==> src/rtl/core/c_subset_lexer_core_macros.svh <==
// assertion macros shared by the lexer core modules
`ifndef C_SUBSET_LEXER_CORE_MACROS_SVH
`define C_SUBSET_LEXER_CORE_MACROS_SVH

// same-cycle implication, checked outside reset
`define CSL_ASSERT_NOW(label, ante, cons, msg) \
   label: assert property (@(posedge clock) disable iff (reset) (ante) |-> (cons)) \
      else $error(msg);

// next-cycle implication, checked outside reset
`define CSL_ASSERT_NEXT(label, ante, cons, msg) \
   label: assert property (@(posedge clock) disable iff (reset) (ante) |=> (cons)) \
      else $error(msg);

`endif

==> src/rtl/core/csl_pkg.sv <==
// shared types, constants and functions of the lexer core
package csl_pkg;

   localparam int LINE_BITS       = 16;
   localparam int COLUMN_BITS     = 12;
   localparam int KEYWORD_MAX_LEN = 8;
   localparam int KIND_BITS       = 6;
   localparam int CHAR_BITS       = 8;
   localparam int OP_BITS         = 4;

   // word buffer sizing: length counts one past the limit to flag long words
   localparam int WLEN_BITS = $clog2(KEYWORD_MAX_LEN + 2);
   localparam int WIDX_BITS = $clog2(KEYWORD_MAX_LEN);

   // queue sizing
   localparam int IQ_DEPTH      = 4;
   localparam int IQ_PTR_BITS   = $clog2(IQ_DEPTH);
   localparam int OUTQ_DEPTH    = 4;
   localparam int OUTQ_PTR_BITS = $clog2(OUTQ_DEPTH);

   // token kinds
   localparam logic [KIND_BITS-1:0] KIND_KEY0    = 6'd15;
   localparam logic [KIND_BITS-1:0] KIND_IDENT   = 6'd33;
   localparam logic [KIND_BITS-1:0] KIND_INT     = 6'd34;
   localparam logic [KIND_BITS-1:0] KIND_DOUBLE  = 6'd35;
   localparam logic [KIND_BITS-1:0] KIND_FLOAT   = 6'd36;
   localparam logic [KIND_BITS-1:0] KIND_STRING  = 6'd37;
   localparam logic [KIND_BITS-1:0] KIND_UNKNOWN = 6'd38;
   localparam logic [KIND_BITS-1:0] KIND_END     = 6'd39;

   // operator indexes, equal to their token kinds
   localparam int OP_COUNT = 15;
   localparam logic [OP_BITS-1:0] OP_PLUS   = 4'd0;
   localparam logic [OP_BITS-1:0] OP_MINUS  = 4'd1;
   localparam logic [OP_BITS-1:0] OP_STAR   = 4'd2;
   localparam logic [OP_BITS-1:0] OP_SLASH  = 4'd3;
   localparam logic [OP_BITS-1:0] OP_ASSIGN = 4'd4;
   localparam logic [OP_BITS-1:0] OP_LPAREN = 4'd5;
   localparam logic [OP_BITS-1:0] OP_RPAREN = 4'd6;
   localparam logic [OP_BITS-1:0] OP_LBRACE = 4'd7;
   localparam logic [OP_BITS-1:0] OP_RBRACE = 4'd8;
   localparam logic [OP_BITS-1:0] OP_LESS   = 4'd9;
   localparam logic [OP_BITS-1:0] OP_GREAT  = 4'd10;
   localparam logic [OP_BITS-1:0] OP_LBRACK = 4'd11;
   localparam logic [OP_BITS-1:0] OP_RBRACK = 4'd12;
   localparam logic [OP_BITS-1:0] OP_COMMA  = 4'd13;
   localparam logic [OP_BITS-1:0] OP_SEMI   = 4'd14;
   localparam logic [OP_BITS-1:0] OP_NONE   = 4'd15;

   // character codes
   localparam logic [CHAR_BITS-1:0] CH_TAB    = 8'h09;
   localparam logic [CHAR_BITS-1:0] CH_LF     = 8'h0A;
   localparam logic [CHAR_BITS-1:0] CH_CR     = 8'h0D;
   localparam logic [CHAR_BITS-1:0] CH_SPACE  = " ";
   localparam logic [CHAR_BITS-1:0] CH_QUOTE  = 8'h22;
   localparam logic [CHAR_BITS-1:0] CH_BSLASH = 8'h5C;
   localparam logic [CHAR_BITS-1:0] CH_DOT    = ".";
   localparam logic [CHAR_BITS-1:0] CH_UNDER  = "_";
   localparam logic [CHAR_BITS-1:0] CH_E      = "e";
   localparam logic [CHAR_BITS-1:0] CH_F      = "f";

   // keyword table, text right-justified, first letter most significant
   localparam int KW_COUNT     = 18;
   localparam int KW_TEXT_BITS = 64;
   localparam logic [KW_TEXT_BITS-1:0] KW_TEXT [KW_COUNT] = '{
      "char", "int", "double", "float", "struct", "enum", "void", "short",
      "long", "const", "static", "if", "else", "for", "while", "break",
      "continue", "return"};
   localparam int KW_LEN [KW_COUNT] = '{
      4, 3, 6, 5, 6, 4, 4, 5, 4, 5, 6, 2, 4, 3, 5, 5, 8, 6};

   typedef enum logic [3:0] {
      CC_LF,
      CC_CR,
      CC_SPACE,
      CC_DIGIT,
      CC_LETTER_E,
      CC_LETTER_F,
      CC_WORD,
      CC_DOT,
      CC_QUOTE,
      CC_BSLASH,
      CC_OP,
      CC_OTHER
   } char_class_type;

   // classified input item as it travels through the queue
   typedef struct packed {
      logic                 eot;
      char_class_type       cls;
      logic [OP_BITS-1:0]   op_idx;
      logic [CHAR_BITS-1:0] code;
   } item_type;

   typedef struct packed {
      logic [KIND_BITS-1:0]   kind;
      logic [LINE_BITS-1:0]   line;
      logic [COLUMN_BITS-1:0] column;
      logic                   last;
   } token_type;

   // up to two tokens handed from the scanner to the output queue
   typedef struct packed {
      logic [1:0] count;
      token_type  tok0;
      token_type  tok1;
   } push_type;

   typedef logic [KEYWORD_MAX_LEN-1:0][CHAR_BITS-1:0] word_type;

   function automatic logic [OP_BITS-1:0] op_index(input logic [CHAR_BITS-1:0] c);
      logic [OP_BITS-1:0] idx;
      case (c)
         "+":     idx = OP_PLUS;
         "-":     idx = OP_MINUS;
         "*":     idx = OP_STAR;
         "/":     idx = OP_SLASH;
         "=":     idx = OP_ASSIGN;
         "(":     idx = OP_LPAREN;
         ")":     idx = OP_RPAREN;
         "{":     idx = OP_LBRACE;
         "}":     idx = OP_RBRACE;
         "<":     idx = OP_LESS;
         ">":     idx = OP_GREAT;
         "[":     idx = OP_LBRACK;
         "]":     idx = OP_RBRACK;
         ",":     idx = OP_COMMA;
         ";":     idx = OP_SEMI;
         default: idx = OP_NONE;
      endcase
      return idx;
   endfunction

   function automatic char_class_type classify(input logic [CHAR_BITS-1:0] c);
      char_class_type cls;
      if (c == CH_LF) begin
         cls = CC_LF;
      end else if (c == CH_CR) begin
         cls = CC_CR;
      end else if (c inside {CH_SPACE, [CH_TAB:CH_CR]}) begin
         cls = CC_SPACE;
      end else if (c inside {["0":"9"]}) begin
         cls = CC_DIGIT;
      end else if (c == CH_E) begin
         cls = CC_LETTER_E;
      end else if (c == CH_F) begin
         cls = CC_LETTER_F;
      end else if (c inside {["a":"z"], ["A":"Z"], CH_UNDER}) begin
         cls = CC_WORD;
      end else if (c == CH_DOT) begin
         cls = CC_DOT;
      end else if (c == CH_QUOTE) begin
         cls = CC_QUOTE;
      end else if (c == CH_BSLASH) begin
         cls = CC_BSLASH;
      end else if (op_index(c) != OP_NONE) begin
         cls = CC_OP;
      end else begin
         cls = CC_OTHER;
      end
      return cls;
   endfunction

   // keyword lookup over the buffered word, identifier when nothing matches
   function automatic logic [KIND_BITS-1:0] keyword_kind(input word_type chars,
                                                          input logic [WLEN_BITS-1:0] len);
      logic [KIND_BITS-1:0] kind;
      logic                 hit;
      kind = KIND_IDENT;
      for (int i = KW_COUNT - 1; i >= 0; i--) begin
         hit = (len == WLEN_BITS'(KW_LEN[i]));
         for (int j = 0; j < KEYWORD_MAX_LEN; j++) begin
            if (j < KW_LEN[i]) begin
               hit = hit && (chars[j] == KW_TEXT[i][(KW_LEN[i] - 1 - j) * CHAR_BITS +: CHAR_BITS]);
            end
         end
         if (hit) begin
            kind = KIND_KEY0 + KIND_BITS'(i);
         end
      end
      return kind;
   endfunction

endpackage

==> src/rtl/core/csl_if.sv <==
// request and response channel interfaces of the lexer core
interface csl_req_if;
   logic                            valid;
   logic                            ready;
   logic                            command;
   logic [csl_pkg::CHAR_BITS-1:0]   char_code;

   modport source (output valid, command, char_code, input ready);
   modport sink (input valid, command, char_code, output ready);
endinterface

interface csl_rsp_if;
   logic                              valid;
   logic                              ready;
   logic [csl_pkg::KIND_BITS-1:0]     token_kind;
   logic [csl_pkg::LINE_BITS-1:0]     token_line;
   logic [csl_pkg::COLUMN_BITS-1:0]   token_column;
   logic                              last_of_run;

   modport source (output valid, token_kind, token_line, token_column, last_of_run,
                   input ready);
   modport sink (input valid, token_kind, token_line, token_column, last_of_run,
                 output ready);
endinterface

==> src/rtl/core/csl_front.sv <==
// front end: accepts request transfers and classifies each byte
module csl_front (
   csl_req_if.sink              req_if,
   input  logic                 q_full,
   output logic                 push_valid,
   output csl_pkg::item_type    push_item
);

   // accept whenever the item queue has room
   assign req_if.ready = !q_full;
   assign push_valid   = req_if.valid && !q_full;

   // character class and operator index for the back end
   always_comb begin
      push_item.eot    = req_if.command;
      push_item.cls    = csl_pkg::classify(req_if.char_code);
      push_item.op_idx = csl_pkg::op_index(req_if.char_code);
      push_item.code   = req_if.char_code;
   end

endmodule

==> src/rtl/core/csl_queue.sv <==
// item queue between the front end and the scanner
module csl_queue (
   input  logic                 clock,
   input  logic                 reset,
   input  logic                 push_valid,
   input  csl_pkg::item_type    push_item,
   input  logic                 pop,
   output logic                 full,
   output logic                 empty,
   output csl_pkg::item_type    head
);

   csl_pkg::item_type                  mem [csl_pkg::IQ_DEPTH];
   logic [csl_pkg::IQ_PTR_BITS-1:0]    wr_ptr_ff, wr_ptr_in;
   logic [csl_pkg::IQ_PTR_BITS-1:0]    rd_ptr_ff, rd_ptr_in;
   logic [csl_pkg::IQ_PTR_BITS:0]      count_ff, count_in;

   assign full  = (count_ff == (csl_pkg::IQ_PTR_BITS + 1)'(csl_pkg::IQ_DEPTH));
   assign empty = (count_ff == '0);
   assign head  = mem[rd_ptr_ff];

   // pointer and fill count update
   always_comb begin
      wr_ptr_in = wr_ptr_ff + (csl_pkg::IQ_PTR_BITS)'(push_valid);
      rd_ptr_in = rd_ptr_ff + (csl_pkg::IQ_PTR_BITS)'(pop);
      count_in  = count_ff + (csl_pkg::IQ_PTR_BITS + 1)'(push_valid)
                  - (csl_pkg::IQ_PTR_BITS + 1)'(pop);
   end

   always_ff @(posedge clock) begin
      if (reset) begin
         wr_ptr_ff <= '0;
         rd_ptr_ff <= '0;
         count_ff  <= '0;
      end else begin
         wr_ptr_ff <= wr_ptr_in;
         rd_ptr_ff <= rd_ptr_in;
         count_ff  <= count_in;
      end
   end

   // storage
   always_ff @(posedge clock) begin
      if (push_valid) begin
         mem[wr_ptr_ff] <= push_item;
      end
   end

endmodule

==> src/rtl/core/csl_scan.sv <==
// back end: scanner state machine with line and column tracking
`include "c_subset_lexer_core_macros.svh"

module csl_scan (
   input  logic                 clock,
   input  logic                 reset,
   input  logic                 q_empty,
   input  csl_pkg::item_type    item,
   input  logic                 space_ok,
   output logic                 pop,
   output csl_pkg::push_type    push
);

   typedef enum logic [3:0] {
      MODE_IDLE,
      MODE_IDENT,
      MODE_INT,
      MODE_FRAC,
      MODE_EXP_SIGN,
      MODE_EXP_DIGITS,
      MODE_STRING,
      MODE_ESCAPE,
      MODE_UNKNOWN
   } scan_mode_type;

   localparam logic [csl_pkg::LINE_BITS-1:0]   LINE_MAX  = '1;
   localparam logic [csl_pkg::COLUMN_BITS-1:0] COL_MAX   = '1;
   localparam logic [csl_pkg::LINE_BITS-1:0]   LINE_FIRST = csl_pkg::LINE_BITS'(1);
   localparam logic [csl_pkg::WLEN_BITS-1:0]   WLEN_MAX  =
      csl_pkg::WLEN_BITS'(csl_pkg::KEYWORD_MAX_LEN);

   scan_mode_type                          mode_ff, mode_in;
   logic [csl_pkg::LINE_BITS-1:0]          line_ff, line_in;
   logic [csl_pkg::COLUMN_BITS-1:0]        col_ff, col_in;
   logic [csl_pkg::LINE_BITS-1:0]          sline_ff, sline_in;
   logic [csl_pkg::COLUMN_BITS-1:0]        scol_ff, scol_in;
   csl_pkg::word_type                      chars_ff, chars_in;
   logic [csl_pkg::WLEN_BITS-1:0]          wlen_ff, wlen_in;
   logic                                   digits_ff, digits_in;

   logic                                   fire;
   logic                                   is_space, is_word, is_ident_start;
   logic                                   is_sign;
   logic                                   close_vld, tail_vld;
   logic [csl_pkg::KIND_BITS-1:0]          close_kind, tail_kind;
   logic                                   redo_idle, redo_unknown;
   csl_pkg::token_type                     close_tok, tail_tok;

   assign fire = !q_empty && space_ok;
   assign pop  = fire;

   // character groups
   assign is_space = item.cls inside {csl_pkg::CC_LF, csl_pkg::CC_CR, csl_pkg::CC_SPACE};
   assign is_ident_start = item.cls inside {csl_pkg::CC_LETTER_E, csl_pkg::CC_LETTER_F,
                                            csl_pkg::CC_WORD};
   assign is_word  = is_ident_start || (item.cls == csl_pkg::CC_DIGIT);
   assign is_sign  = (item.cls == csl_pkg::CC_OP) &&
                     ((item.op_idx == csl_pkg::OP_PLUS) || (item.op_idx == csl_pkg::OP_MINUS));

   // next state and emitted tokens for the item at the queue head
   always_comb begin
      mode_in      = mode_ff;
      line_in      = line_ff;
      col_in       = col_ff;
      sline_in     = sline_ff;
      scol_in      = scol_ff;
      chars_in     = chars_ff;
      wlen_in      = wlen_ff;
      digits_in    = digits_ff;
      close_vld    = 1'b0;
      close_kind   = csl_pkg::KIND_UNKNOWN;
      tail_vld     = 1'b0;
      tail_kind    = csl_pkg::KIND_END;
      redo_idle    = 1'b0;
      redo_unknown = 1'b0;

      if (item.eot) begin
         // close whatever is pending, then the end token and a full restart
         case (mode_ff)
            MODE_IDLE: begin
               close_vld = 1'b0;
            end
            MODE_IDENT: begin
               close_vld  = 1'b1;
               close_kind = csl_pkg::keyword_kind(chars_ff, wlen_ff);
            end
            MODE_INT: begin
               close_vld  = 1'b1;
               close_kind = csl_pkg::KIND_INT;
            end
            MODE_FRAC, MODE_EXP_DIGITS: begin
               close_vld  = 1'b1;
               close_kind = digits_ff ? csl_pkg::KIND_DOUBLE : csl_pkg::KIND_UNKNOWN;
            end
            default: begin
               close_vld  = 1'b1;
               close_kind = csl_pkg::KIND_UNKNOWN;
            end
         endcase
         tail_vld  = 1'b1;
         tail_kind = csl_pkg::KIND_END;
         mode_in   = MODE_IDLE;
         line_in   = LINE_FIRST;
         col_in    = '0;
         sline_in  = LINE_FIRST;
         scol_in   = '0;
         wlen_in   = '0;
         digits_in = 1'b0;
      end else begin
         // position: newline resets the column, any other byte advances it
         if (item.cls == csl_pkg::CC_LF) begin
            if (line_ff != LINE_MAX) begin
               line_in = line_ff + 1'b1;
            end
            col_in = '0;
         end else if (col_ff != COL_MAX) begin
            col_in = col_ff + 1'b1;
         end

         // current mode
         case (mode_ff)
            MODE_IDENT: begin
               if (is_word) begin
                  if (wlen_ff < WLEN_MAX) begin
                     chars_in[wlen_ff[csl_pkg::WIDX_BITS-1:0]] = item.code;
                  end
                  if (wlen_ff <= WLEN_MAX) begin
                     wlen_in = wlen_ff + 1'b1;
                  end
               end else begin
                  close_vld  = 1'b1;
                  close_kind = csl_pkg::keyword_kind(chars_ff, wlen_ff);
                  redo_idle  = 1'b1;
               end
            end
            MODE_INT: begin
               if (item.cls == csl_pkg::CC_DOT) begin
                  digits_in = 1'b0;
                  mode_in   = MODE_FRAC;
               end else if (item.cls == csl_pkg::CC_LETTER_E) begin
                  mode_in = MODE_EXP_SIGN;
               end else if (item.cls != csl_pkg::CC_DIGIT) begin
                  close_vld  = 1'b1;
                  close_kind = csl_pkg::KIND_INT;
                  redo_idle  = 1'b1;
               end
            end
            MODE_FRAC: begin
               if (item.cls == csl_pkg::CC_DIGIT) begin
                  digits_in = 1'b1;
               end else if (!digits_ff || (item.cls == csl_pkg::CC_DOT)) begin
                  redo_unknown = 1'b1;
               end else if (item.cls == csl_pkg::CC_LETTER_E) begin
                  mode_in = MODE_EXP_SIGN;
               end else if (item.cls == csl_pkg::CC_LETTER_F) begin
                  close_vld  = 1'b1;
                  close_kind = csl_pkg::KIND_FLOAT;
                  mode_in    = MODE_IDLE;
               end else begin
                  close_vld  = 1'b1;
                  close_kind = csl_pkg::KIND_DOUBLE;
                  redo_idle  = 1'b1;
               end
            end
            MODE_EXP_SIGN: begin
               // sign is optional: anything else is an exponent digit or a fault
               digits_in = 1'b0;
               mode_in   = MODE_EXP_DIGITS;
               if (!is_sign) begin
                  if (item.cls == csl_pkg::CC_DIGIT) begin
                     digits_in = 1'b1;
                  end else begin
                     redo_unknown = 1'b1;
                  end
               end
            end
            MODE_EXP_DIGITS: begin
               if (item.cls == csl_pkg::CC_DIGIT) begin
                  digits_in = 1'b1;
               end else if (!digits_ff) begin
                  redo_unknown = 1'b1;
               end else if (item.cls == csl_pkg::CC_LETTER_F) begin
                  close_vld  = 1'b1;
                  close_kind = csl_pkg::KIND_FLOAT;
                  mode_in    = MODE_IDLE;
               end else begin
                  close_vld  = 1'b1;
                  close_kind = csl_pkg::KIND_DOUBLE;
                  redo_idle  = 1'b1;
               end
            end
            MODE_STRING: begin
               if ((item.cls == csl_pkg::CC_QUOTE) || (item.cls == csl_pkg::CC_LF)) begin
                  close_vld  = 1'b1;
                  close_kind = csl_pkg::KIND_STRING;
                  mode_in    = MODE_IDLE;
               end else if (item.cls == csl_pkg::CC_BSLASH) begin
                  mode_in = MODE_ESCAPE;
               end
            end
            MODE_ESCAPE: begin
               if (item.cls != csl_pkg::CC_CR) begin
                  mode_in = MODE_STRING;
               end
            end
            MODE_UNKNOWN: begin
               redo_unknown = 1'b1;
            end
            default: begin
               redo_idle = 1'b1;
            end
         endcase

         // unknown run lasts up to the next whitespace byte
         if (redo_unknown) begin
            if (is_space) begin
               close_vld  = 1'b1;
               close_kind = csl_pkg::KIND_UNKNOWN;
               redo_idle  = 1'b1;
            end else begin
               mode_in = MODE_UNKNOWN;
            end
         end

         // byte between tokens, possibly the one that closed the last token
         if (redo_idle) begin
            mode_in = MODE_IDLE;
            if ((item.cls != csl_pkg::CC_CR) && (item.cls != csl_pkg::CC_LF)) begin
               sline_in = line_ff;
               scol_in  = col_ff;
               if (item.cls == csl_pkg::CC_QUOTE) begin
                  mode_in = MODE_STRING;
               end else if (is_ident_start) begin
                  chars_in[0] = item.code;
                  wlen_in     = csl_pkg::WLEN_BITS'(1);
                  mode_in     = MODE_IDENT;
               end else if (item.cls == csl_pkg::CC_DIGIT) begin
                  mode_in = MODE_INT;
               end else if (item.cls == csl_pkg::CC_OP) begin
                  tail_vld  = 1'b1;
                  tail_kind = csl_pkg::KIND_BITS'(item.op_idx);
               end else if (item.cls != csl_pkg::CC_SPACE) begin
                  mode_in = MODE_UNKNOWN;
               end
            end
         end
      end
   end

   // token assembly: closing token at its start, second token at this byte
   always_comb begin
      close_tok.kind   = close_kind;
      close_tok.line   = sline_ff;
      close_tok.column = scol_ff;
      close_tok.last   = !tail_vld;
      tail_tok.kind    = tail_kind;
      tail_tok.line    = line_ff;
      tail_tok.column  = col_ff;
      tail_tok.last    = 1'b1;

      push.tok0  = close_vld ? close_tok : tail_tok;
      push.tok1  = tail_tok;
      push.count = fire ? (2'(close_vld) + 2'(tail_vld)) : 2'd0;
   end

   always_ff @(posedge clock) begin
      if (reset) begin
         mode_ff   <= MODE_IDLE;
         line_ff   <= LINE_FIRST;
         col_ff    <= '0;
         sline_ff  <= LINE_FIRST;
         scol_ff   <= '0;
         wlen_ff   <= '0;
         digits_ff <= 1'b0;
      end else if (fire) begin
         mode_ff   <= mode_in;
         line_ff   <= line_in;
         col_ff    <= col_in;
         sline_ff  <= sline_in;
         scol_ff   <= scol_in;
         wlen_ff   <= wlen_in;
         digits_ff <= digits_in;
      end
   end

   // word buffer
   always_ff @(posedge clock) begin
      if (fire) begin
         chars_ff <= chars_in;
      end
   end

   `CSL_ASSERT_NEXT(a_eot_restarts, fire && item.eot, mode_ff == MODE_IDLE && line_ff == LINE_FIRST && col_ff == '0, "end of text did not restart the scanner")
   `CSL_ASSERT_NEXT(a_lf_column, fire && !item.eot && item.cls == csl_pkg::CC_LF, col_ff == '0, "newline did not clear the column")
   `CSL_ASSERT_NOW(a_pair_tail, push.count == 2'd2, push.tok1.kind < csl_pkg::KIND_BITS'(csl_pkg::OP_COUNT) || push.tok1.kind == csl_pkg::KIND_END, "two tokens but the second is neither operator nor end")

endmodule

==> src/rtl/core/csl_outq.sv <==
// output token queue that serializes scanner tokens onto the response channel
`include "c_subset_lexer_core_macros.svh"

module csl_outq (
   input  logic                 clock,
   input  logic                 reset,
   input  csl_pkg::push_type    push,
   output logic                 space_ok,
   csl_rsp_if.source            rsp_if
);

   localparam int CNT_BITS = csl_pkg::OUTQ_PTR_BITS + 1;

   csl_pkg::token_type                   mem [csl_pkg::OUTQ_DEPTH];
   logic [csl_pkg::OUTQ_PTR_BITS-1:0]    wr_ptr_ff, wr_ptr_in;
   logic [csl_pkg::OUTQ_PTR_BITS-1:0]    rd_ptr_ff, rd_ptr_in;
   logic [CNT_BITS-1:0]                  count_ff, count_in;
   logic                                 pop;
   csl_pkg::token_type                   head;

   // room for a full pair of tokens from the scanner
   assign space_ok = (count_ff <= CNT_BITS'(csl_pkg::OUTQ_DEPTH - 2));

   // response channel driven from the queue head
   assign head                = mem[rd_ptr_ff];
   assign rsp_if.valid        = (count_ff != '0);
   assign rsp_if.token_kind   = head.kind;
   assign rsp_if.token_line   = head.line;
   assign rsp_if.token_column = head.column;
   assign rsp_if.last_of_run  = head.last;
   assign pop                 = rsp_if.valid && rsp_if.ready;

   // pointer and fill count update
   always_comb begin
      wr_ptr_in = wr_ptr_ff + csl_pkg::OUTQ_PTR_BITS'(push.count);
      rd_ptr_in = rd_ptr_ff + csl_pkg::OUTQ_PTR_BITS'(pop);
      count_in  = count_ff + CNT_BITS'(push.count) - CNT_BITS'(pop);
   end

   always_ff @(posedge clock) begin
      if (reset) begin
         wr_ptr_ff <= '0;
         rd_ptr_ff <= '0;
         count_ff  <= '0;
      end else begin
         wr_ptr_ff <= wr_ptr_in;
         rd_ptr_ff <= rd_ptr_in;
         count_ff  <= count_in;
      end
   end

   // storage, two writes when a transfer closes one token and opens another
   always_ff @(posedge clock) begin
      if (push.count != 2'd0) begin
         mem[wr_ptr_ff] <= push.tok0;
      end
      if (push.count == 2'd2) begin
         mem[wr_ptr_ff + csl_pkg::OUTQ_PTR_BITS'(1)] <= push.tok1;
      end
   end

   `CSL_ASSERT_NOW(a_push_has_room, push.count != 2'd0, space_ok, "tokens pushed without room")
   `CSL_ASSERT_NEXT(a_pop_only, pop && push.count == 2'd0, count_ff == $past(count_ff) - 1'b1, "fill count wrong after a lone transfer")

endmodule

==> src/rtl/core/c_subset_lexer_core.sv <==
// Lexer core for a C subset: source bytes in, tokens with kind, line and column out.
//
// req_if takes one item per transfer: command 0 carries a source byte in char_code,
// command 1 marks end of text. rsp_if gives one token per transfer with its kind,
// the line and column where it starts, and last_of_run on the final token that an
// item caused. An item may cause no token, one, or two (a closed token followed by
// an operator or by the end token); end of text also restarts line and column.
// Throughput is one byte per clock while each byte causes at most one token and the
// receiver keeps up; a byte causing two tokens needs two response transfers.
// Bytes pass through the registered item queue and tokens through the token queue.
// A four-entry item queue parts the front end from the scanner, and a four-entry
// token queue parts the scanner from the receiver; the scanner handles a byte only
// when two token slots are free. When the receiver stalls, tokens collect there and
// then the item queue fills, and req_if.ready drops once it holds four items.
// Reset is synchronous: both queues empty, scanning restarts at line 1, column 0.
module c_subset_lexer_core (
   input  logic        clock,
   input  logic        reset,
   csl_req_if.sink     req_if,
   csl_rsp_if.source   rsp_if
);

   logic                 q_push_valid;
   csl_pkg::item_type    q_push_item;
   logic                 q_full;
   logic                 q_empty;
   logic                 q_pop;
   csl_pkg::item_type    q_head;
   logic                 outq_space_ok;
   csl_pkg::push_type    tok_push;

   // byte classification and request handshake
   csl_front u_front (
      .req_if     (req_if),
      .q_full     (q_full),
      .push_valid (q_push_valid),
      .push_item  (q_push_item)
   );

   // classified items waiting for the scanner
   csl_queue u_queue (
      .clock      (clock),
      .reset      (reset),
      .push_valid (q_push_valid),
      .push_item  (q_push_item),
      .pop        (q_pop),
      .full       (q_full),
      .empty      (q_empty),
      .head       (q_head)
   );

   // scanner state machine
   csl_scan u_scan (
      .clock    (clock),
      .reset    (reset),
      .q_empty  (q_empty),
      .item     (q_head),
      .space_ok (outq_space_ok),
      .pop      (q_pop),
      .push     (tok_push)
   );

   // token queue and response handshake
   csl_outq u_outq (
      .clock    (clock),
      .reset    (reset),
      .push     (tok_push),
      .space_ok (outq_space_ok),
      .rsp_if   (rsp_if)
   );

endmodule
==> src/flat_wrapper.sv <==
// flat-port wrapper written by rule: the top's interface ports become plain ports
module c_subset_lexer_core_flat 
  (clock, reset, req_if_valid, req_if_command, req_if_char_code, req_if_ready, rsp_if_valid, rsp_if_token_kind, rsp_if_token_line, rsp_if_token_column, rsp_if_last_of_run, rsp_if_ready);
  csl_req_if req_if_i ();
  csl_rsp_if rsp_if_i ();
  input  logic clock;
  input  logic reset;
  input wire logic [$bits(req_if_i.valid)-1:0] req_if_valid;
  input wire logic [$bits(req_if_i.command)-1:0] req_if_command;
  input wire logic [$bits(req_if_i.char_code)-1:0] req_if_char_code;
  output wire logic [$bits(req_if_i.ready)-1:0] req_if_ready;
  output wire logic [$bits(rsp_if_i.valid)-1:0] rsp_if_valid;
  output wire logic [$bits(rsp_if_i.token_kind)-1:0] rsp_if_token_kind;
  output wire logic [$bits(rsp_if_i.token_line)-1:0] rsp_if_token_line;
  output wire logic [$bits(rsp_if_i.token_column)-1:0] rsp_if_token_column;
  output wire logic [$bits(rsp_if_i.last_of_run)-1:0] rsp_if_last_of_run;
  input wire logic [$bits(rsp_if_i.ready)-1:0] rsp_if_ready;
  assign req_if_i.valid = req_if_valid;
  assign req_if_i.command = req_if_command;
  assign req_if_i.char_code = req_if_char_code;
  assign req_if_ready = req_if_i.ready;
  assign rsp_if_valid = rsp_if_i.valid;
  assign rsp_if_token_kind = rsp_if_i.token_kind;
  assign rsp_if_token_line = rsp_if_i.token_line;
  assign rsp_if_token_column = rsp_if_i.token_column;
  assign rsp_if_last_of_run = rsp_if_i.last_of_run;
  assign rsp_if_i.ready = rsp_if_ready;
  c_subset_lexer_core u_core (.clock(clock), .reset(reset), .req_if(req_if_i), .rsp_if(rsp_if_i));
endmodule
==> config.mk <==
export PLATFORM = sky130hd
export DESIGN_NAME = c_subset_lexer_core_flat
export DESIGN_NICKNAME = d
export VERILOG_FILES = /design/src/rtl/core/csl_pkg.sv /design/src/rtl/core/csl_if.sv /design/src/rtl/core/csl_front.sv /design/src/rtl/core/csl_queue.sv /design/src/rtl/core/csl_scan.sv /design/src/rtl/core/csl_outq.sv /design/src/rtl/core/c_subset_lexer_core.sv /design/src/flat_wrapper.sv
export VERILOG_INCLUDE_DIRS = /design/src /design/src/rtl/core
export SDC_FILE = /design/constraint.sdc
export NUM_CORES = 1
export LEC_CHECK = 0
export BUFFER_PORTS_ARGS = -buffer_cell sky130_fd_sc_hd__buf_2
export CORE_MARGIN = 2
export CORE_UTILIZATION = 54
export DETAILED_ROUTE_END_ITERATION = 6
export PLACE_DENSITY = 0.72
export SYNTH_ARGS = -nofsm -noshare
export SYNTH_HDL_FRONTEND = slang
export SYNTH_HIERARCHICAL = 1
export SYNTH_SLANG_ARGS = --single-unit
==> constraint.sdc <==
create_clock -name clock -period 8.1 [get_ports clock]
set_input_delay 0 -clock clock [delete_from_list [all_inputs] [get_ports clock]]
set_output_delay 0 -clock clock [all_outputs]
set_load 0.005 [all_outputs]
* Yosys cells after proc, flatten, opt, wreduce, memory -nomap -nowiden
Memory sizes are Yosys's and may differ from the RTL's. A register that Yosys moved wholly into a read port is not among the register bits.
Cells that the tools add are included.
** Storage, ports and cells
- Flip-flop bits (word level) :: 143
- RAM bits :: 208
- Input port bits :: 13
- Output and inout bits :: 37
- Word-level logic and storage cells :: 952
- Memories :: 2
** Operators by class
- $add $sub $neg :: 13
- Order comparisons :: 13
- Equal/unequal tests :: 111
- Multiplexer cells :: 600
- Bitwise operators :: 1
- Reduce and logical (&&, ||, !) cells :: 191
** Memories
- u_core.u_outq.mem :: words 4, width 35, rd ports 1, clocked after Yosys merged registers in 1, wr ports 2, line csl_outq.sv:14 : csl_pkg::token_type mem [csl_pkg::OUTQ_DEPTH];
- u_core.u_queue.mem :: words 4, width 17, rd ports 1, clocked after Yosys merged registers in 1, wr ports 1, line csl_queue.sv:13 : csl_pkg::item_type mem [csl_pkg::IQ_DEPTH];
** Operators by type and width (number)
- equality test 8 x 7 -> 1 bit (second input constant) :: 60
- 2-to-1 mux 1 bit :: 461
- 2-to-1 mux 6 bit :: 47
- 2-to-1 mux 4 bit :: 47
- logical AND 1 bit :: 158
- equality test 8 x 6 -> 1 bit (second input constant) :: 14
- 2-to-1 mux 16 bit :: 6
- 2-to-1 mux 12 bit :: 6
- bitwise mux 64 bit :: 1
- 2-to-1 mux 8 bit :: 8
- one-hot mux 4 bit (15 select lines) :: 1
- equality test 4 x 3 -> 1 bit (second input constant) :: 11
- 2-to-1 mux 35 bit :: 1
- one-hot mux 6 bit (5 select lines) :: 1
- demux 8 bit (select 3 bit) :: 1
- equality test 4 x 2 -> 1 bit (second input constant) :: 6
- 2-to-1 mux 3 bit :: 8
- one-hot mux 4 bit (6 select lines) :: 1
- equality test 4 bit (second input constant) :: 5
- one-hot mux 6 bit (3 select lines) :: 1
- adder 16 x 1 -> 16 bit (second input constant) :: 1
- equality test 8 x 4 -> 1 bit (second input constant) :: 2
- >= comparator 8 x 7 -> 1 bit (second input constant) :: 2
- less-or-equal comparator 8 x 7 -> 1 bit (second input constant) :: 2
- other kinds (46) :: 78

* Depth between registers and ports, before layout
Gate-level depths: netlist of the first run.
- Depth in word-level cells :: 57
- Mapped depth :: 21
- Mapped depth without buffers :: 16

* Cells and area by module
The synthesis of the first run kept the hierarchy.
** By module, submodules not included
- csl_outq :: instances 1, cells each 383, area each 7199.4 um^2, seq. area each 4344.2 um^2
- csl_scan :: instances 1, cells each 740, area each 7186.9 um^2, seq. area each 3223.1 um^2
- csl_queue :: instances 1, cells each 122, area each 2836.5 um^2, seq. area each 2182.1 um^2
- csl_front :: instances 1, cells each 113, area each 675.6 um^2, seq. area each 0.0 um^2

* Least setup slack after synthesis of the first run
No wires, ideal clock.
- Path type :: reg-to-reg
- From :: reg, netlist name u_core/u_queue/rd_ptr_ff[0]
- To :: mem u_core/u_outq/mem[0][0] (netlist name) (enable)
- Library setup time :: 476 ps
- Arrival time :: 5919 ps
- Data required time :: 7624 ps
- Path slack :: 1705 ps
- Cell stages (with the launch flop) :: 15
- Buffers on the path :: 3
- Clock period less this slack :: 6395 ps
- Path through :: dfxtp_1 > buf_6 > mux4_1 > clkbuf_1 > nand4bb_1 > o41ai_1 > a211o_1 > a21oi_1 > o31ai_2 > buf_2 > inv_2 > ha_1 > and2_1 > o21bai_1 > o21ai_0
** RTL lines (line)
- end, declared :: csl_outq.sv:14

==> results of run 1 <==
power groups by stage:
stage	Clock [mW]	Combinational [mW]	Sequential, mW
6_report	1.57	1.74	2.49
4_1_cts	1.60	1.75	2.49
3_5_place_dp	0	1.74	2.53
5_1_grt	1.68	1.89	2.52
2_1_floorplan	0	1.24	2.45
3_3_place_gp	0	1.72	2.51
cell families after synthesis:
logic type / Yosys count / share of synthesized area, %
simple gates: 436 / 14.1
flops: 351 / 54.5
mux: 231 / 17.9
compound gates: 179 / 7.20
buf+inv: 112 / 3.33
xor+xnor: 31 / 1.75
fa+ha+maj: 16 / 1.20
other cells: 2 / 0.0420
placed cells by master (no fill, tap or decap), types with 8 or more instances in the layout:
cell type	synthesis	routed
sky130_fd_sc_hd__clkbuf_16	0	38
sky130_fd_sc_hd__a22o_1	29	29
sky130_fd_sc_hd__nor4_1	18	18
sky130_fd_sc_hd__nand3_1	41	41
sky130_fd_sc_hd__nor4b_1	8	8
sky130_fd_sc_hd__nand4_1	22	22
sky130_fd_sc_hd__ha_1	14	14
sky130_fd_sc_hd__nand2b_1	23	23
sky130_fd_sc_hd__and3b_1	8	8
sky130_fd_sc_hd__o21ai_1	14	14
sky130_fd_sc_hd__a21o_1	9	9
sky130_fd_sc_hd__nand3b_1	12	12
sky130_fd_sc_hd__xor2_1	14	14
sky130_fd_sc_hd__nand2_1	63	63
sky130_fd_sc_hd__buf_2	20	49
sky130_fd_sc_hd__mux2_1	37	37
sky130_fd_sc_hd__and3_1	9	9
sky130_fd_sc_hd__nand4b_1	10	10
sky130_fd_sc_hd__nor3_1	35	35
sky130_fd_sc_hd__dfxtp_1	79	77
sky130_fd_sc_hd__xnor2_1	14	14
sky130_fd_sc_hd__a31oi_1	8	8
sky130_fd_sc_hd__mux4_2	45	45
sky130_fd_sc_hd__or3_1	8	8
sky130_fd_sc_hd__a21oi_1	29	29
sky130_fd_sc_hd__mux2_2	140	140
sky130_fd_sc_hd__buf_4	22	14
sky130_fd_sc_hd__inv_1	25	25
sky130_fd_sc_hd__o21ai_0	17	16
sky130_fd_sc_hd__edfxtp_1	272	272
sky130_fd_sc_hd__nor4bb_1	12	10
sky130_fd_sc_hd__nor2b_1	31	31
sky130_fd_sc_hd__nor2_1	85	83
sky130_fd_sc_hd__dlygate4sd3_1	0	10
final timing paths:
path / from / slack [ps] / cells past startpoint / end
setup / recovery: u_core/u_queue/rd_ptr_ff[1]$_SDFF_PP0_ / 2060 / 13 / u_core/u_outq/mem[3][24]$_DFFE_PP_
hold / removal: reset / 2 / 2 / u_core/u_outq/count_ff[2]$_SDFF_PP0_
setup reg to reg: u_core/u_queue/rd_ptr_ff[1]$_SDFF_PP0_ / 2060 / 13 / u_core/u_outq/mem[3][24]$_DFFE_PP_
hold reg to reg: u_core/u_scan/sline_ff[0]$_SDFFE_PP1P_ / 460 / 2 / u_core/u_scan/sline_ff[0]$_SDFFE_PP1P_
cell usage after synthesis (18+ instances only):
cell type	number	area [sq um]
sky130_fd_sc_hd__nand4_1	22	138
sky130_fd_sc_hd__nand2_1	63	236
sky130_fd_sc_hd__buf_2	20	100
sky130_fd_sc_hd__nor4_1	18	113
sky130_fd_sc_hd__mux2_2	140	1580
sky130_fd_sc_hd__dfxtp_1	79	1580
sky130_fd_sc_hd__edfxtp_1	272	8170
sky130_fd_sc_hd__inv_1	25	93.8
sky130_fd_sc_hd__buf_4	22	165
sky130_fd_sc_hd__nand2b_1	23	144
sky130_fd_sc_hd__mux4_2	45	1010
sky130_fd_sc_hd__clkbuf_1	30	113
sky130_fd_sc_hd__mux2_1	37	417
sky130_fd_sc_hd__nor3_1	35	175
sky130_fd_sc_hd__nor2_1	85	319
sky130_fd_sc_hd__a21oi_1	29	145
sky130_fd_sc_hd__nor2b_1	31	194
sky130_fd_sc_hd__a22o_1	29	254
sky130_fd_sc_hd__nand3_1	41	205
sequential cells by signal (all words and copies together) (netlist names):
name,flops
u_core/u_outq/count_ff,3
u_core/u_outq/mem,140
u_core/u_outq/rd_ptr_ff,2
u_core/u_outq/wr_ptr_ff,2
u_core/u_queue/count_ff,3
u_core/u_queue/mem,68
u_core/u_queue/rd_ptr_ff,2
u_core/u_queue/wr_ptr_ff,2
u_core/u_scan/chars_ff,64
u_core/u_scan/col_ff,12
u_core/u_scan/digits_ff,1
u_core/u_scan/line_ff,16
u_core/u_scan/mode_ff,4
u_core/u_scan/scol_ff,12
u_core/u_scan/sline_ff,16
u_core/u_scan/wlen_ff,4
area by class of cell:
cell class | count | area share [%]
Sequential cell | 351 | 49.7
Multi-Input combinational cell | 895 | 38.9
Clock buffer | 46 | 5.05
Tap cell | 442 | 2.82
Timing Repair Buffer | 73 | 2.30
Clock inverter | 18 | 0.689
Inverter | 28 | 0.536
metrics by stage:
stage                     instances  instance area (sq um)  total power [mW]  hold WS, ps
after global routing           1853                  19600              6.08         38.6
after detailed placement       1779                  18400              4.27          251
after CTS                      1853                  19600              5.84         3.73
after floorplan                1358                  17900              3.70         71.6
final                          1853                  19600              5.80         2.38
after global placement         1779                  18400              4.23          241
routing by layer:
layer	up-vias	part of all wire, %	global-route usage (%)
met5	-	0	0
met3	64	6.7	2.90
met2	463	46	37.2
li1	5377	-	-
met1	5748	45	35.5
met4	0	2.3	6.71
==> impl_metrics.yaml, run 1 <==
layout:
  seqCellArea_sq_um: 9750
  layout_overhead_on_the_synthesized_area_pct: 9.65
  proportion_of_layout_cells_with_a_drive_suffix_above_1_pct: 22.7
  number_of_antenna_diodes: 0
  num-nets-final: 1414
  fin_util_pct: 60.2
  fillCellCount: 2520
  area_used_by_multi_input_combinational_logic_sq_um: 7640
sta:
  finalMaxSlewViolations: 0
  finalSetupViolCount: 0
  final.min_clock_period_ps: 6040
  hold_viol_final: 0
  clock.fmax_mhz: 166
  grt_setup_unrepaired: "no"
  timing.final.crit_share_pct: 74.5
  finalWorstSetupSlack_ps: 2060
  slew_headroom_pct: 13.9
  finClkSkew_ps: 14.7
  setup_tns_ps: 0
  tightestPinTransition_ps: 1290
clock_tree:
  cts_tree: "built"
  htreeDepth: 2
  ctsRootBufferMaster: "sky130_fd_sc_hd__clkbuf_16"
  post_cts.repair.setup_buffers: 0
  clk-insertion-delay-late_ps: 520
  ctsHoldBuffers: 10
  clock_sink_count: 351
  clk_pin_slew_ps: 60
  cts_made_buffers: 36
  clock_path_buffers: 3
  post_cts_resized: 0
drt:
  post_drt_wl_per_cell_microns: 22.0
  drc_errors: 0
  first_pass_iters: 5
  drt-initial-drc-count: 939
  detail_route.wirelength_microns: 40800
  detail-route-antenna-nets: 0
  vias_per_cell: 6.29
  vias: 11652
placement:
  placement.io_buffers: 49
  preCtsSetupSlack_ps: 2060
  gpl.final_weighted_congestion: 0.947
  place_hpwl_microns: 26500
global_route:
  first_global_vias: 11393
  grt_pass1_wl_microns: 64000
  globalRouteTotalUtil_pct: 23.9
  antenna_found_initial: 1
  grt_max_degree: 36
  globalRoute.totalOverflow: 0
floorplan:
  core_area_sq_um: 32600
  die_area_sq_um: 34600
  placement_rows: 66
  initial_utilization_pct: 54.9
  pin_count: 50
  die_height_microns: 186
  die_w_microns: 186
pwr:
  share_comb_of_total_power_pct: 30.0
  leakagePower_nw: 6.54
  seqPwrFrac_pct: 42.9
  swShare_pct: 32.2
  vdd_drop_max_mv: 0.163
  switching_component_of_the_power_mw: 1.87
  cellPowerDensity_nw_per_um2: 296
  internal_power_mw: 3.94
  power_frac_clock_pct: 27.1
worst_setup_path:
  cp_max_fo: 22
  endpoint_kind: "register"
  launching_element_type_of_the_critical_path: "register"
  critical-path-slowest-cell: "sky130_fd_sc_hd__nor4bb_4"
  worst_path_dominant_cell_family: "simple AND/OR/NAND/NOR gates"
  cp.buffers_inverters: 2
  critPathRequiredTime_ps: 8370
  critical_path_start_end_classification: "reg2reg"
  cell_by_cell_trace_of_the_critical_path: "mux4_1, or4b_1, o32a_1, a211o_1, a21oi_1, nor2_1, o21ai_1, ha_1, inv_1, nor2_1, nor4bb_4, buf_4, mux2_2"
  critPathArrivalTime_ps: 6310
  max_stage_delay_ps: 1030
  path_common_cell: "sky130_fd_sc_hd__nor2_1"
logic_synthesis:
  post_synth_edffs: 272
  synth.cell_area_sq_um: 17900
  synth.ff_latch_count: 351
  syn_area_per_cell_sq_um: 13.2
  synthesis.nets: 1387
  synth-warning-count: 6
  netlist-cell-type-count: 93
  synthCells: 1358
  synth_seq_area_share_pct: 54.5
  share_of_synthesized_flip_flops_with_an_asynchronous_set_or_reset_pct: 0
  yosys_most_used_dff: "sky130_fd_sc_hd__edfxtp_1"
outcome:
  outcome: "finished clean"
worst_hold_path:
  min_path_type: "in2reg"
flow_run:
  drv.max_cap_violation_count: 0
No activity file was read; power rests on OpenSTA's default activity.
==> run 2, diff against run 1 <==
==> constraint.sdc (replaced) <==
create_clock -name clock -period 6.3 [get_ports clock]
set_input_delay 0 -clock clock [delete_from_list [all_inputs] [get_ports clock]]
set_output_delay 0 -clock clock [all_outputs]
set_load 0.005 [all_outputs]
==> impl_metrics.yaml, run 2 (synthesis results as in run 1) <==
outcome:
  outcome: "finished clean"
clock_tree:
  clock_sink_count: 351
  ctsHoldBuffers: 11
  post_cts.repair.setup_buffers: 0
  clk-insertion-delay-late_ps: 520
  post_cts_resized: 0
  clk_pin_slew_ps: 60
  clock_path_buffers: 3
  ctsRootBufferMaster: "sky130_fd_sc_hd__clkbuf_16"
  cts_tree: "built"
  htreeDepth: 2
  cts_made_buffers: 37
sta:
  timing.hold.ws_ps: 186
  tightestPinTransition_ps: 1240
  finalWorstSetupSlack_ps: 714
  finClkSkew_ps: 18.2
  timing.final.crit_share_pct: 88.7
  hold_viol_final: 0
  grt_setup_unrepaired: "no"
  finalMaxSlewViolations: 0
  clock.fmax_mhz: 179
  slew_headroom_pct: 16.6
  finalSetupViolCount: 0
  final.min_clock_period_ps: 5590
  setup_tns_ps: 0
worst_setup_path:
  max_stage_delay_ps: 830
  cp_max_fo: 35
  cell_by_cell_trace_of_the_critical_path: "mux4_1, or4b_1, o32a_1, a211o_1, a21oi_1, nor2_1, o21ai_1, ha_1, inv_1, nor2_1, nor4bb_4, o21bai_4"
  endpoint_kind: "register"
  launching_element_type_of_the_critical_path: "register"
  critical_path_start_end_classification: "reg2reg"
  critPathArrivalTime_ps: 5700
  path_common_cell: "sky130_fd_sc_hd__nor2_1"
  critical-path-slowest-cell: "sky130_fd_sc_hd__nor4bb_4"
  critPathRequiredTime_ps: 6420
  r2r_slack_ps: 710
drt:
  vias_per_cell: 6.31
  detail_route.wirelength.met1_microns: 19100
  first_pass_iters: 5
  met3_wirelength_microns: 2290
  dr.max_layer_used: "met4"
  post_drt_wl_per_cell_microns: 22.3
  drc_errors: 0
  vias: 11758
  detail_route.wirelength_microns: 41600
  drt-initial-drc-count: 1183
  detail-route-antenna-nets: 0
  detailroute.wirelength.met2_microns: 19300
layout:
  fin_util_pct: 60.7
  num-nets-final: 1421
  max_flop_register: "u_core/u_outq/mem"
  proportion_of_layout_cells_with_a_drive_suffix_above_1_pct: 23.2
  number_of_antenna_diodes: 0
  layout_common_cells: "sky130_fd_sc_hd__edfxtp_1, sky130_fd_sc_hd__mux2_2, sky130_fd_sc_hd__nor2_1"
  reg.largest.list: "u_core/u_outq/mem: 140 flops, u_core/u_queue/mem: 68 flops, u_core/u_scan/chars_ff: 64 flops"
  layout.cells.non_filler: 1862
  seqCellArea_sq_um: 9750
  layout_overhead_on_the_synthesized_area_pct: 10.7
  area_used_by_multi_input_combinational_logic_sq_um: 7630
  number_of_flip_flops_under_the_largest_register_name: 140
  fillCellCount: 2514
  layout.cells.most_common: "sky130_fd_sc_hd__edfxtp_1"
placement:
  preCtsSetupSlack_ps: 736
  place_hpwl_microns: 26500
  placedCellCount: 1784
  placement.io_buffers: 49
  gpl.final_weighted_congestion: 0.989
global_route:
  grt_max_degree: 39
  grt_pass1_wl_microns: 66100
  globalRoute.totalOverflow: 0
  antenna_found_initial: 0
  globalRouteTotalUtil_pct: 24.6
  first_global_vias: 11664
flow_run:
  drv.max_cap_violation_count: 0
pwr:
  cellPowerDensity_nw_per_um2: 386
  vdd_drop_max_mv: 0.214
  leakagePower_nw: 6.63
floorplan:
  placement_rows: 66
  initial_utilization_pct: 54.9
  die_height_microns: 186
  die_w_microns: 186
  core_area_sq_um: 32600
  pin_count: 50
  die_area_sq_um: 34600
worst_hold_path:
  min_path_type: "in2reg"
[run 2: cell types whose count changed in the layout (fill, tap and decap cells not counted), moves of 2 or more]
cell / before / now
sky130_fd_sc_hd__clkinv_1: 7 / 5
sky130_fd_sc_hd__clkinv_4: 3 / 0
sky130_fd_sc_hd__bufinv_16: 1 / 4
sky130_fd_sc_hd__buf_12: 0 / 3
sky130_fd_sc_hd__clkbuf_1: 7 / 9
sky130_fd_sc_hd__clkbuf_8: 1 / 3
sky130_fd_sc_hd__buf_4: 14 / 16
[run 2: worst max-delay path, delay by kind of cell (launching register included)]
| kind | cells | cell delay [ps] |
|---|---|---|
| flip-flops | 1 | 540 |
| adder cells (fa/ha/maj) | 1 | 160 |
| multiplexers | 1 | 790 |
| AO/OA/AOI/OAI | 5 | 1640 |
| AND/OR/NAND/NOR | 4 | 1920 |
| buffers and inverters | 1 | 70 |
[run 2: worst paths after layout]
check | from | endpoint | cells past startpoint
min reg2reg | u_core/u_scan/scol_ff[2]$_SDFFE_PP0P_ | u_core/u_scan/scol_ff[2]$_SDFFE_PP0P_ | 1
min | req_if_valid | u_core/u_queue/wr_ptr_ff[0]$_SDFF_PP0_ | 4
max | u_core/u_queue/rd_ptr_ff[0]$_SDFF_PP0_ | u_core/u_outq/mem[2][33]$_DFFE_PP_ | 12
max reg2reg | u_core/u_queue/rd_ptr_ff[0]$_SDFF_PP0_ | u_core/u_outq/mem[2][33]$_DFFE_PP_ | 12
[run 2: power breakdown]
part | internal (mW) | switching [mW] | total, mW
combinational | 0.924 | 1.35 | 2.27
clock | 1.31 | 0.869 | 2.18
sequential | 3.00 | 0.192 | 3.19
[run 2: layout make-up]
cell class	instances	share of cell area, %
clock buffers	50	5.18
multi-input cells	895	38.5
flip-flops and latches	351	49.2
repair buffers	79	2.70
well taps	442	2.79
clock inverters	17	1.01
inverters	28	0.531
[run 2: through the flow]
step / total power, mW / instance area [sq um]
floorplan: 4.75 / 17900
global placement: 5.47 / 18500
detailed placement: 5.51 / 18500
CTS: 7.70 / 19800
global route: 8.02 / 19800
finish: 7.65 / 19800
[run 2: layer usage]
layer | GRT usage, % | vias up
li1 | - | 5381
met1 | 36.3 | 5925
met2 | 38.3 | 373
met3 | 3.31 | 79
met4 | 6.93 | 0
met5 | 0 | -
